--- config.mk ---
export PLATFORM = sky130hd
export DESIGN_NAME = debounced_two_switch_door_state_top
export DESIGN_NICKNAME = d
export VERILOG_FILES = /design/src/sv/dsw_pkg.sv /design/src/sv/dsw_debounce.sv /design/src/sv/dsw_door_fsm.sv /design/src/sv/debounced_two_switch_door_state_top.sv
export SDC_FILE = /design/constraint.sdc
export NUM_CORES = 1
export LEC_CHECK = 0
export BUFFER_PORTS_ARGS = -buffer_cell sky130_fd_sc_hd__buf_2
export CAP_MARGIN = 10
export CELL_PAD_IN_SITES_DETAIL_PLACEMENT = 0
export CELL_PAD_IN_SITES_GLOBAL_PLACEMENT = 2
export CORE_MARGIN = 2
export CORE_UTILIZATION = 40
export DETAILED_ROUTE_END_ITERATION = 10
export GPL_TIMING_DRIVEN = 0
export PLACE_DENSITY_LB_ADDON = 0.1
export SETUP_SLACK_MARGIN = 0.1
export SYNTH_ARGS = -nofsm -noshare
export SYNTH_HDL_FRONTEND = slang
export SYNTH_SLANG_ARGS = --single-unit
--- constraint.sdc ---
create_clock -name clk -period 17.8 [get_ports clk]
set_clock_uncertainty 0.15 [all_clocks]
set_input_delay 0 -clock clk [delete_from_list [all_inputs] [get_ports clk]]
set_output_delay 0 -clock clk [all_outputs]
set_load 0.02 [all_outputs]
--- src/sv/dsw_pkg.sv ---
// Shared types and state codes for the debounced two-switch door tracker.
`default_nettype none
package dsw_pkg;

	localparam int DEBOUNCE_W = 16;
	localparam int TIME_W = 32;
	localparam int STATE_W = 3;
	localparam logic [DEBOUNCE_W-1:0] DEBOUNCE_RESET = 16'd50;

	localparam logic [STATE_W-1:0] ST_UNKNOWN = 3'd0;
	localparam logic [STATE_W-1:0] ST_OPEN = 3'd1;
	localparam logic [STATE_W-1:0] ST_CLOSED = 3'd2;
	localparam logic [STATE_W-1:0] ST_OPENING = 3'd3;
	localparam logic [STATE_W-1:0] ST_CLOSING = 3'd4;
	localparam logic [STATE_W-1:0] ST_ERROR = 3'd5;

	typedef struct packed {
		logic last;
		logic stable;
		logic [TIME_W-1:0] change_time;
	} sw_state_t;

endpackage
`default_nettype wire

--- src/sv/dsw_debounce.sv ---
// Next-state logic of one debounced switch.
`default_nettype none
module dsw_debounce (
	input  wire logic                           primed,
	input  wire logic                           reading,
	input  wire logic [dsw_pkg::TIME_W-1:0]     now_ms,
	input  wire logic [dsw_pkg::DEBOUNCE_W-1:0] debounce_ms,
	input  wire dsw_pkg::sw_state_t             cur,
	output dsw_pkg::sw_state_t                  nxt
);
	import dsw_pkg::*;

	logic                last_eff;
	logic                stable_eff;
	logic [TIME_W-1:0]   change_time;
	logic [TIME_W-1:0]   elapsed;

	always_comb begin
		// first sample primes last and stable with the reading
		last_eff = primed ? cur.last : reading;
		stable_eff = primed ? cur.stable : reading;
		change_time = (reading != last_eff) ? now_ms : cur.change_time;
		elapsed = now_ms - change_time;
		nxt.last = reading;
		nxt.change_time = change_time;
		nxt.stable = (elapsed > {{(TIME_W-DEBOUNCE_W){1'b0}}, debounce_ms}) ?
			reading : stable_eff;
	end

endmodule
`default_nettype wire

--- src/sv/dsw_door_fsm.sv ---
// Next-state logic of the door position state machine.
`default_nettype none
module dsw_door_fsm (
	input  wire logic                        top_stable,
	input  wire logic                        bottom_stable,
	input  wire logic [dsw_pkg::STATE_W-1:0] cur_state,
	output logic      [dsw_pkg::STATE_W-1:0] nxt_state
);
	import dsw_pkg::*;

	always_comb begin
		case ({top_stable, bottom_stable})
			2'b10: nxt_state = ST_OPEN;
			2'b01: nxt_state = ST_CLOSED;
			2'b11: nxt_state = ST_ERROR;
			default: begin
				case (cur_state)
					ST_CLOSED: nxt_state = ST_OPENING;
					ST_OPEN:   nxt_state = ST_CLOSING;
					default:   nxt_state = cur_state;
				endcase
			end
		endcase
	end

endmodule
`default_nettype wire

--- src/sv/debounced_two_switch_door_state_top.sv ---
// Top level: sample register, debounce and door state update, result register.
// A sample passes the sample register, then its result is held in the result register.
// Throughput: one sample per cycle, set by the state update loop, while no result is stalled.
// A sample that leaves the state unchanged gives no output transaction.
// Reset (arst_n low, asynchronous) clears the pipeline, the switch and door
// state, and sets debounce_ms to 50.
`default_nettype none
module debounced_two_switch_door_state_top (
	input  wire logic        clk,
	input  wire logic        arst_n,
	input  wire logic        cfg_we,
	input  wire logic [15:0] cfg_data,      // debounce_ms
	input  wire logic        s_tvalid,
	output logic             s_tready,
	input  wire logic [39:0] s_tdata,       // top_level, bottom_level, now_ms, zero pad
	output logic             m_tvalid,
	input  wire logic        m_tready,
	output logic      [7:0]  m_tdata        // door_state, zero pad
);
	import dsw_pkg::*;

	logic                  valid_s1;
	logic                  top_s1;
	logic                  bottom_s1;
	logic [TIME_W-1:0]     now_s1;

	logic [DEBOUNCE_W-1:0] debounce_q;
	logic                  primed_q;
	sw_state_t             top_q, bottom_q, top_nxt, bottom_nxt;
	logic [STATE_W-1:0]    door_q, door_nxt;

	logic                  out_valid_q;
	logic [STATE_W-1:0]    out_state_q;
	logic                  advance;

	assign advance = valid_s1 && (!out_valid_q || m_tready);
	assign s_tready = !valid_s1 || advance;

	always_ff @(posedge clk or negedge arst_n) begin
		if (!arst_n) begin
			valid_s1 <= 1'b0;
		end else if (s_tready) begin
			valid_s1 <= s_tvalid;
		end
	end

	always_ff @(posedge clk) begin
		if (s_tvalid && s_tready) begin
			top_s1 <= s_tdata[0];
			bottom_s1 <= s_tdata[1];
			now_s1 <= s_tdata[33:2];
		end
	end

	always_ff @(posedge clk or negedge arst_n) begin
		if (!arst_n) begin
			debounce_q <= DEBOUNCE_RESET;
		end else if (cfg_we) begin
			debounce_q <= cfg_data;
		end
	end

	dsw_debounce u_top_db (
		.primed      (primed_q),
		.reading     (top_s1),
		.now_ms      (now_s1),
		.debounce_ms (debounce_q),
		.cur         (top_q),
		.nxt         (top_nxt)
	);

	dsw_debounce u_bottom_db (
		.primed      (primed_q),
		.reading     (bottom_s1),
		.now_ms      (now_s1),
		.debounce_ms (debounce_q),
		.cur         (bottom_q),
		.nxt         (bottom_nxt)
	);

	dsw_door_fsm u_fsm (
		.top_stable    (top_nxt.stable),
		.bottom_stable (bottom_nxt.stable),
		.cur_state     (door_q),
		.nxt_state     (door_nxt)
	);

	always_ff @(posedge clk or negedge arst_n) begin
		if (!arst_n) begin
			primed_q <= 1'b0;
			top_q <= '0;
			bottom_q <= '0;
			door_q <= ST_UNKNOWN;
		end else if (advance) begin
			primed_q <= 1'b1;
			top_q <= top_nxt;
			bottom_q <= bottom_nxt;
			door_q <= door_nxt;
		end
	end

	always_ff @(posedge clk or negedge arst_n) begin
		if (!arst_n) begin
			out_valid_q <= 1'b0;
		end else if (advance) begin
			out_valid_q <= (door_nxt != door_q);
		end else if (m_tready) begin
			out_valid_q <= 1'b0;
		end
	end

	always_ff @(posedge clk) begin
		if (advance) begin
			out_state_q <= door_nxt;
		end
	end

	assign m_tvalid = out_valid_q;
	assign m_tdata = {{(8-STATE_W){1'b0}}, out_state_q};

endmodule
`default_nettype wire
======== Yosys cells after proc, flatten, opt, wreduce, memory -nomap -nowiden ========
Cells that the tools add are included.
Widths: inputs -> output; s select.
word-level totals
  register bits ........................... 127
  bits of input ports ..................... 61
  output and inout port bits .............. 10
  word-level logic and storage cells ...... 46
operators by class
  add/sub/neg operators ................... 2
  magnitude comparators ................... 2
  equal/unequal tests ..................... 8
  multiplexer cells ....................... 12
  reduce and logical (&&, ||, !) cells .... 7
operators by type and width
  cell                count
  $gt 32x16->1        2
  $mux 32             2
  $sub 32x32->32      2
  $pmux 3 s3          1
  $mux 1              8
  $pmux 3 s2          1
  $eq 2x2->1 const B  2
  $eq 3x1->1 const B  1
  $eq 3x2->1 const B  1
  $ne 3x3->1          1
  $eq 2x1->1 const B  1
  $logic_and 1x1->1   2
  $logic_not 1->1     2
  $logic_or 1x1->1    2
  $ne 1x1->1          2
  $reduce_bool 2->1   1

======== Longest topological paths before layout ========
Gate-level depths: netlist of the first run.
  word-level depth ........................ 10
  depth in mapped cells ................... 33
  gate-level depth less buffers ........... 30

======== Modules after synthesis ========
A second synthesis of the first run with hierarchy kept.
unflattened totals
  cells, all modules ...................... 1,327
  area total of the unflattened synthesis .. 11,532.3 µm²
by module, submodules not included
  module                               times used  cells an instance  area each (µm²)
  debounced_two_switch_door_state_top  1           241                4,569.4
  dsw_debounce at u_bottom_db          1           534                3,458.3
  dsw_debounce at u_top_db             1           543                3,457.1
  dsw_door_fsm                         1           9                  47.5

======== Worst setup path after synthesis of the first run ========
No wires, ideal clock.
  kind .................................... register to register
  start point ............................. register bottom_s1
  end point ............................... register out_valid_q (netlist: m_tvalid)
  library setup time ...................... 0.126 ns
  arrival time ............................ 6.537 ns
  slack ................................... 10.987 ns
  cell stages (with the launch flop) ...... 31
  cell sequence ........................... edfxtp_1 -> xor2_2 -> nand2_1 -> buf_2 -> buf_1 -> nand2_1 -> o21ai_0 -> ha_1 -> inv_1 -> ha_1 -> clkbuf_1 -> nand2b_1 -> o221ai_1 -> o311ai_0 -> maj3_1 -> xnor2_1 -> a21boi_0 -> ha_1 -> and4_1 -> o21ai_0 -> o211ai_1 -> a2111oi_0 -> o22ai_1 -> or4_1 -> a2111o_1 -> a2111oi_4 -> and4_1 -> a21oi_1 -> a2111o_1 -> o21a_2 -> a311o_1
RTL lines
  item                    line                                        source
  from (decl)             debounced_two_switch_door_state_top.sv:24   logic bottom_s1;
  from (signal assigned)  debounced_two_switch_door_state_top.sv:50   bottom_s1 <= s_tdata[1];
  to (signal assigned)    debounced_two_switch_door_state_top.sv:106  out_valid_q <= (door_nxt != door_q);
  to (decl)               debounced_two_switch_door_state_top.sv:32   logic out_valid_q;

==> results_dict.tcl, run 1 <==
set metrics [dict create \
    run_status "finished clean" \
    fin_cells 1723 \
    buffers_added_on_ports 59 \
    grt_max_degree 54 \
    final-setup-viol-count 0 \
    crit-reg2reg-capture "m_tvalid" \
    detail_route.first_pass.iterations 5 \
    timing.max_cap.violations 0 \
    max_slew.worst_pin.slew_ps 899 \
    clock_tree_from_tritoncts "yes" \
    ctsResizeCount 0 \
    cp.required_ps 17950 \
    yosys.area.top_type_share_pct 20.2 \
    drt_wirelength_um 34200 \
    postLayoutCoreUtil_pct 48.5 \
    drc 0 \
    postSynthAreaPerCell_um2 8.96 \
    cp_data_arrival_time_ps 8620 \
    critPathMaxFanout 10 \
    fmaxAchievable_ghz 0.118 \
    globalplace.congestion 0.860 \
    yosys_most_used_dff "sky130_fd_sc_hd__dfrtp_1" \
    syn_area_um2 10800 \
    slew_violations 0 \
    fp.dieW_um 168 \
    drive_gt1_share_pct 14.9 \
    critPathCaptureType "flop" \
    num_vias 9831 \
    synth-edff-count 37 \
    drt-vias-per-instance 5.71 \
    slew-limit-headroom_pct 40.1 \
    total_count_of_hold_check_failures_in_the_final_report 0 \
    holdCritPathClass "input port to flop" \
    num-nets-final 1504 \
    cts_htree_levels 4 \
    initial_cell_density_of_the_core_pct 40.3 \
    die_y_um 168 \
    grt_antenna_before_repair 0 \
    pwr_density_cell_nw_per_um2 187 \
    grt_util_all_layers_pct 24.3 \
    detailed_place_hpwl_um 26300 \
    endpoint "m_tvalid" \
    clkLatencyLatePin_ps 430 \
    netlist_instances 1202 \
    synth_seq_cells 127 \
    timing.critical_path.slowest_cell_delay_ps 500 \
    timing.critical_path.from_type "flop" \
    synth.area.top_cells "sky130_fd_sc_hd__dfrtp_1 (20%), sky130_fd_sc_hd__edfxtp_1 (10%), sky130_fd_sc_hd__ha_1 (8.6%)" \
    place_ws_ps 9380 \
    p_leak_nw 5.44 \
    synth-seq-area-share_pct 31.3 \
    finalWorstPathRequiredPeriod_ps 8460 \
    first_global_vias 9433 \
    ant_nets 0 \
    grt_first_pass_wirelength_um 53200 \
    setup.reg_to_reg.worst_slack_ps 9340 \
    timing.final.ws_setup_ps 9340 \
    floorplan.die_area_um2 28300 \
    ff_latch_area_um2 3370 \
    synth_top_cell_by_area "sky130_fd_sc_hd__dfrtp_1" \
    clock_path_buffers 2 \
    grt_setup_unrepaired "false" \
    async_flop_share_pct 70.9 \
    worst_r2r_path_depth 29 \
    placeableCoreArea_um2 26700 \
    num-fill-cells 2576 \
    critical-path-slowest-cell "sky130_fd_sc_hd__edfxtp_1" \
    post_route_setup_tns_ps 0 \
    ys_warn_count 0 \
    cts.root.buffer_cell "sky130_fd_sc_hd__clkbuf_16" \
    post_drt_wl_per_cell_um 19.8 \
    multiInputGateArea_um2 6940 \
    n_diodes 0 \
    rows 60 \
    placed_cells 1607 \
    synth_cell_types 95 \
    reg2reg_from "bottom_s1" \
    clk_transition_reported_paths_ps 60 \
    clock_sinks 127 \
    overflow 0 \
    worst_voltage_drop_across_the_vdd_grid_v 0.0000654 \
    number_of_buffers_added_by_the_clock_tree_synthesis_step 17 \
    cp-startpoint "bottom_s1" \
    area.growth.synth_to_final_pct 20.2 \
    timing_worst_setup_path_type "flop to flop" \
    fin_crit_sh_pct 47.6 \
    ports_placed_on_the_boundary 71 \
    initialDrtViolationCount 682 \
    final.hold.worst_slack_ps 9.93 \
]
## kinds of logic (layout without fill, tap and decap cells)
kind of cell	count (synthesis)	count (layout)	share of synthesized area [%]
adders and majority gates	88	88	9.90
xor gates and xnor gates	54	54	4.98
buffers and inverters	117	293	4.50
other	1	5	0.0348
AOI/OAI and AO/OA	354	354	23.0
DFF	127	127	31.3
muxes	92	92	9.12
and+or+nand+nor	369	369	17.2
## critical path, delay by kind of cell (launching register included)
kind | cells | cell delay [ps]
fa+ha+maj | 3 | 800
buf+inv | 4 | 940
compound gates | 14 | 3670
flops | 1 | 500
simple gates | 6 | 1630
xor+xnor | 2 | 630
## report_power, final
| group | internal (mW) | total (mW) | switching (mW) |
|---|---|---|---|
| clock | 0.194 | 0.338 | 0.143 |
| combinational | 0.655 | 1.60 | 0.945 |
| sequential | 0.400 | 0.481 | 0.0813 |
| total | 1.25 | 2.42 | 1.17 |
## flip-flops by register name (all words and copies together), names as in the netlist
name	flops
bottom_q	34
top_q	34
now_s1	32
debounce_q	16
door_q	3
out_state_q	3
bottom_s1	1
m_tvalid	1
primed_q	1
top_s1	1
valid_s1	1
## worst min path at each step
| stage | start | end | depth (start not counted) |
|---|---|---|---|
| after global routing | cfg_we | debounce_q[1] | 3 |
| after CTS | cfg_we | debounce_q[1] | 3 |
| final | cfg_we | debounce_q[1] | 3 |
| after floorplan | arst_n | bottom_q[0] | 0 |
| after global placement | s_tdata[16] | now_s1[14] | 1 |
| after detailed placement | arst_n | debounce_q[2] | 1 |
## layout make-up
type | count | area share, %
multi-input combinational | 962 | 53.6
sequential | 127 | 26.0
timing repair buffer | 144 | 9.08
clock buffer | 20 | 3.70
tap | 341 | 3.29
buffer | 64 | 2.20
inverter | 53 | 1.54
clock inverter | 12 | 0.638
## Yosys cell counts, types with 7 or more instances
master,n
sky130_fd_sc_hd__xor2_1,10
sky130_fd_sc_hd__buf_2,14
sky130_fd_sc_hd__nor2b_1,33
sky130_fd_sc_hd__a211oi_1,13
sky130_fd_sc_hd__and2_1,7
sky130_fd_sc_hd__a21oi_1,59
sky130_fd_sc_hd__inv_1,52
sky130_fd_sc_hd__nand3_1,26
sky130_fd_sc_hd__o21ai_0,90
sky130_fd_sc_hd__a21o_1,28
sky130_fd_sc_hd__nand2b_1,18
sky130_fd_sc_hd__and3_1,15
sky130_fd_sc_hd__o211ai_1,19
sky130_fd_sc_hd__mux2i_1,43
sky130_fd_sc_hd__nand4_1,20
sky130_fd_sc_hd__ha_1,74
sky130_fd_sc_hd__o21a_1,13
sky130_fd_sc_hd__nand2_1,126
sky130_fd_sc_hd__xnor2_1,37
sky130_fd_sc_hd__mux2_2,49
sky130_fd_sc_hd__dfrtp_1,87
sky130_fd_sc_hd__a31oi_1,15
sky130_fd_sc_hd__nor2_1,60
sky130_fd_sc_hd__and4_1,7
sky130_fd_sc_hd__maj3_1,14
sky130_fd_sc_hd__nor3_1,21
sky130_fd_sc_hd__clkbuf_1,37
sky130_fd_sc_hd__buf_4,7
sky130_fd_sc_hd__o31ai_1,9
sky130_fd_sc_hd__edfxtp_1,37
## per-stage QoR
| step | area, um2 | power [mW] |
|---|---|---|
| after floorplan | 10800 | 1.66 |
| after global placement | 11500 | 2.05 |
| after detailed placement | 11500 | 2.05 |
| after CTS | 13000 | 2.42 |
| after global routing | 13000 | 2.63 |
| final | 13000 | 2.42 |
## timing repair
action                    4_1_cts  5_1_grt
buffers inserted                0        0
hold endpoints to repair      142        0
hold buffers                   84        0
## routing by layer
metal	wire length, um	GRT usage (%)
met1	17100	35.8
met2	15200	38.2
met3	1330	2.66
met4	586	6.03
met5	0	0
## placed cells by master, fill, tap and decap left out, drive strengths merged, types with 33 or more instances in the layout
master / count
nand2: 126
mux2: 49
o21ai: 92
nor2: 61
mux2i: 43
clkbuf: 58
dfrtp: 87
nor2b: 33
inv: 54
buf: 87
dlygate4sd3: 83
a21oi: 61
ha: 74
xnor2: 42
edfxtp: 37
Power figures use the tool's default switching activity.
==> run 2, diff against run 1 <==
CORE_UTILIZATION = 39   (was 40)
clock period = 8.6 ns   (was 17.8 ns; I/O delays follow)
==> results_dict.tcl, run 2 (same netlist as run 1, synthesis figures left out) <==
set metrics [dict create \
    run_status "finished clean" \
    slew-limit-headroom_pct 40.9 \
    num-nets-final 1502 \
    post_drt_wl_per_cell_um 19.9 \
    grt_util_all_layers_pct 23.9 \
    cp_data_arrival_time_ps 8250 \
    total_power_mw 5.08 \
    globalplace.congestion 0.866 \
    first_global_vias 9448 \
    num_vias 9836 \
    detailed_place_hpwl_um 26500 \
    most_frequent_cells_in_the_layout "sky130_fd_sc_hd__nand2_1 (126), sky130_fd_sc_hd__o21ai_0 (90), sky130_fd_sc_hd__dfrtp_1 (87), sky130_fd_sc_hd__dlygate4sd3_1 (77), sky130_fd_sc_hd__ha_1 (74)" \
    cp.required_ps 8750 \
    drive_gt1_share_pct 15.7 \
    grt_max_degree 67 \
    fp.dieW_um 170 \
    clkLatencyLatePin_ps 420 \
    slew_violations 0 \
    drc 0 \
    overflow 0 \
    clk_transition_reported_paths_ps 70 \
    ports_placed_on_the_boundary 71 \
    finish.instance_area_um2 13000 \
    drt-vias-per-instance 5.72 \
    worstPathBufferInverterCount 4 \
    critPathTopFamily "compound AO/OA/AOI/OAI gates" \
    postLayoutCoreUtil_pct 48.1 \
    initial_cell_density_of_the_core_pct 39.9 \
    placement.cell_area_um2 11600 \
    detail_route.first_pass.iterations 5 \
    critPathCaptureType "flop" \
    critPathMaxFanout 10 \
    drt_wirelength_um 34200 \
    worstHoldEndpoint "debounce_q[3]" \
    critical-path-slowest-cell "sky130_fd_sc_hd__edfxtp_1" \
    placeableCoreArea_um2 27000 \
    crit-reg2reg-capture "m_tvalid" \
    setup.reg_to_reg.worst_slack_ps 500 \
    die_y_um 170 \
    hold_path_depth 4 \
    timing.critical_path.slowest_cell_delay_ps 530 \
    pwr_density_cell_nw_per_um2 391 \
    initialDrtViolationCount 761 \
    clock_tree_from_tritoncts "yes" \
    final.hold.worst_slack_ps 7.60 \
    placed_cells 1608 \
    clock_sinks 127 \
    timing.final.ws_setup_ps 502 \
    holdCritPathClass "input port to flop" \
    buffers_added_on_ports 59 \
    reg2reg_from "bottom_s1" \
    grt_setup_unrepaired "false" \
    clock_path_buffers 2 \
    p_leak_nw 5.48 \
    layout.cells.most_common "sky130_fd_sc_hd__nand2_1" \
    max_slew.worst_pin.slew_ps 887 \
    reg.largest.list "bottom_q (34), top_q (34), now_s1 (32)" \
    ant_nets 0 \
    area.growth.synth_to_final_pct 20.6 \
    cts_htree_levels 4 \
    worst_r2r_path_depth 30 \
    timing_worst_setup_path_type "flop to flop" \
    floorplan.die_area_um2 29000 \
    timing.critical_path.from_type "flop" \
    rows 60 \
    final-setup-viol-count 0 \
    crit_path_frequent_cell "sky130_fd_sc_hd__ha_1" \
    total_count_of_hold_check_failures_in_the_final_report 0 \
    grt_antenna_before_repair 0 \
    fin_crit_sh_pct 94.2 \
    n_diodes 0 \
    min-delay-start "cfg_we" \
    fmaxAchievable_ghz 0.123 \
    cts.root.buffer_cell "sky130_fd_sc_hd__clkbuf_16" \
    worst_voltage_drop_across_the_vdd_grid_v 0.000136 \
    timing.max_cap.violations 0 \
    place_ws_ps 163 \
    finalWorstPathRequiredPeriod_ps 8100 \
    number_of_buffers_added_by_the_clock_tree_synthesis_step 17 \
    fin_cells 1721 \
    grt_first_pass_wirelength_um 53100 \
    post_route_setup_tns_ps 0 \
]
==> run 2: cell types whose count changed in the layout (fill, tap and decap cells not counted), sizes merged <==
cell         previous run  this run
inv                    54        61
clkbuf                 58        56
bufinv                  0         1
clkinvlp                4         1
clkinv                  7         5
dlygate4sd3            83        77
buf                    87        90
==> run 2: worst max-delay path by stage <==
stage | start | end | slack, ps | cells after the start
finish | bottom_s1 | m_tvalid | 500 | 30
global route | bottom_s1 | m_tvalid | 130 | 30
CTS | bottom_s1 | m_tvalid | 130 | 29
detailed placement | bottom_s1 | m_tvalid | 160 | 29
global placement | bottom_s1 | m_tvalid | 170 | 29
floorplan | bottom_s1 | m_tvalid | 1790 | 30
==> run 2: layout make-up <==
cell class              instances  area, um2
multi-input cells             962       6950
well taps                     341        427
fillers                      2641      14000
repair buffers                142       1160
clock buffers                  17        425
plain buffers                  64        290
flip-flops and latches        127       3370
clock inverters                15        171
inverters                      53        199
==> run 2: tightest hold or removal path, stage by stage <==
cell	delay, ps
sky130_fd_sc_hd__buf_2	120
sky130_fd_sc_hd__clkbuf_1	230
sky130_fd_sc_hd__nand2_1	100
sky130_fd_sc_hd__o21ai_0	70
==> run 2: metal layers <==
metal / up-vias / wire (um) / part of all wire (%) / GRT usage, %
li1: 4820 / - / - / -
met1: 4750 / 17300 / 50 / 35.5
met2: 242 / 15300 / 45 / 37.7
met3: 24 / 1270 / 3.7 / 2.47
met4: 0 / 380 / 1.1 / 4.91
met5: - / 0 / 0 / 0
==> run 2: report_power, final <==
part	internal, mW	switching (mW)	leakage [nW]
clock	0.415	0.335	0.291
sequential	0.826	0.170	1.43
combinational	1.37	1.96	3.76
total	2.61	2.47	5.48
==> run 2: what timing repair did <==
action | CTS | global route
buffers inserted | 0 | 3
endpoints found under the setup margin | 0 | 8
hold buffers | 78 | 0
resized for setup | 0 | 11
hold endpoints to repair | 151 | 0
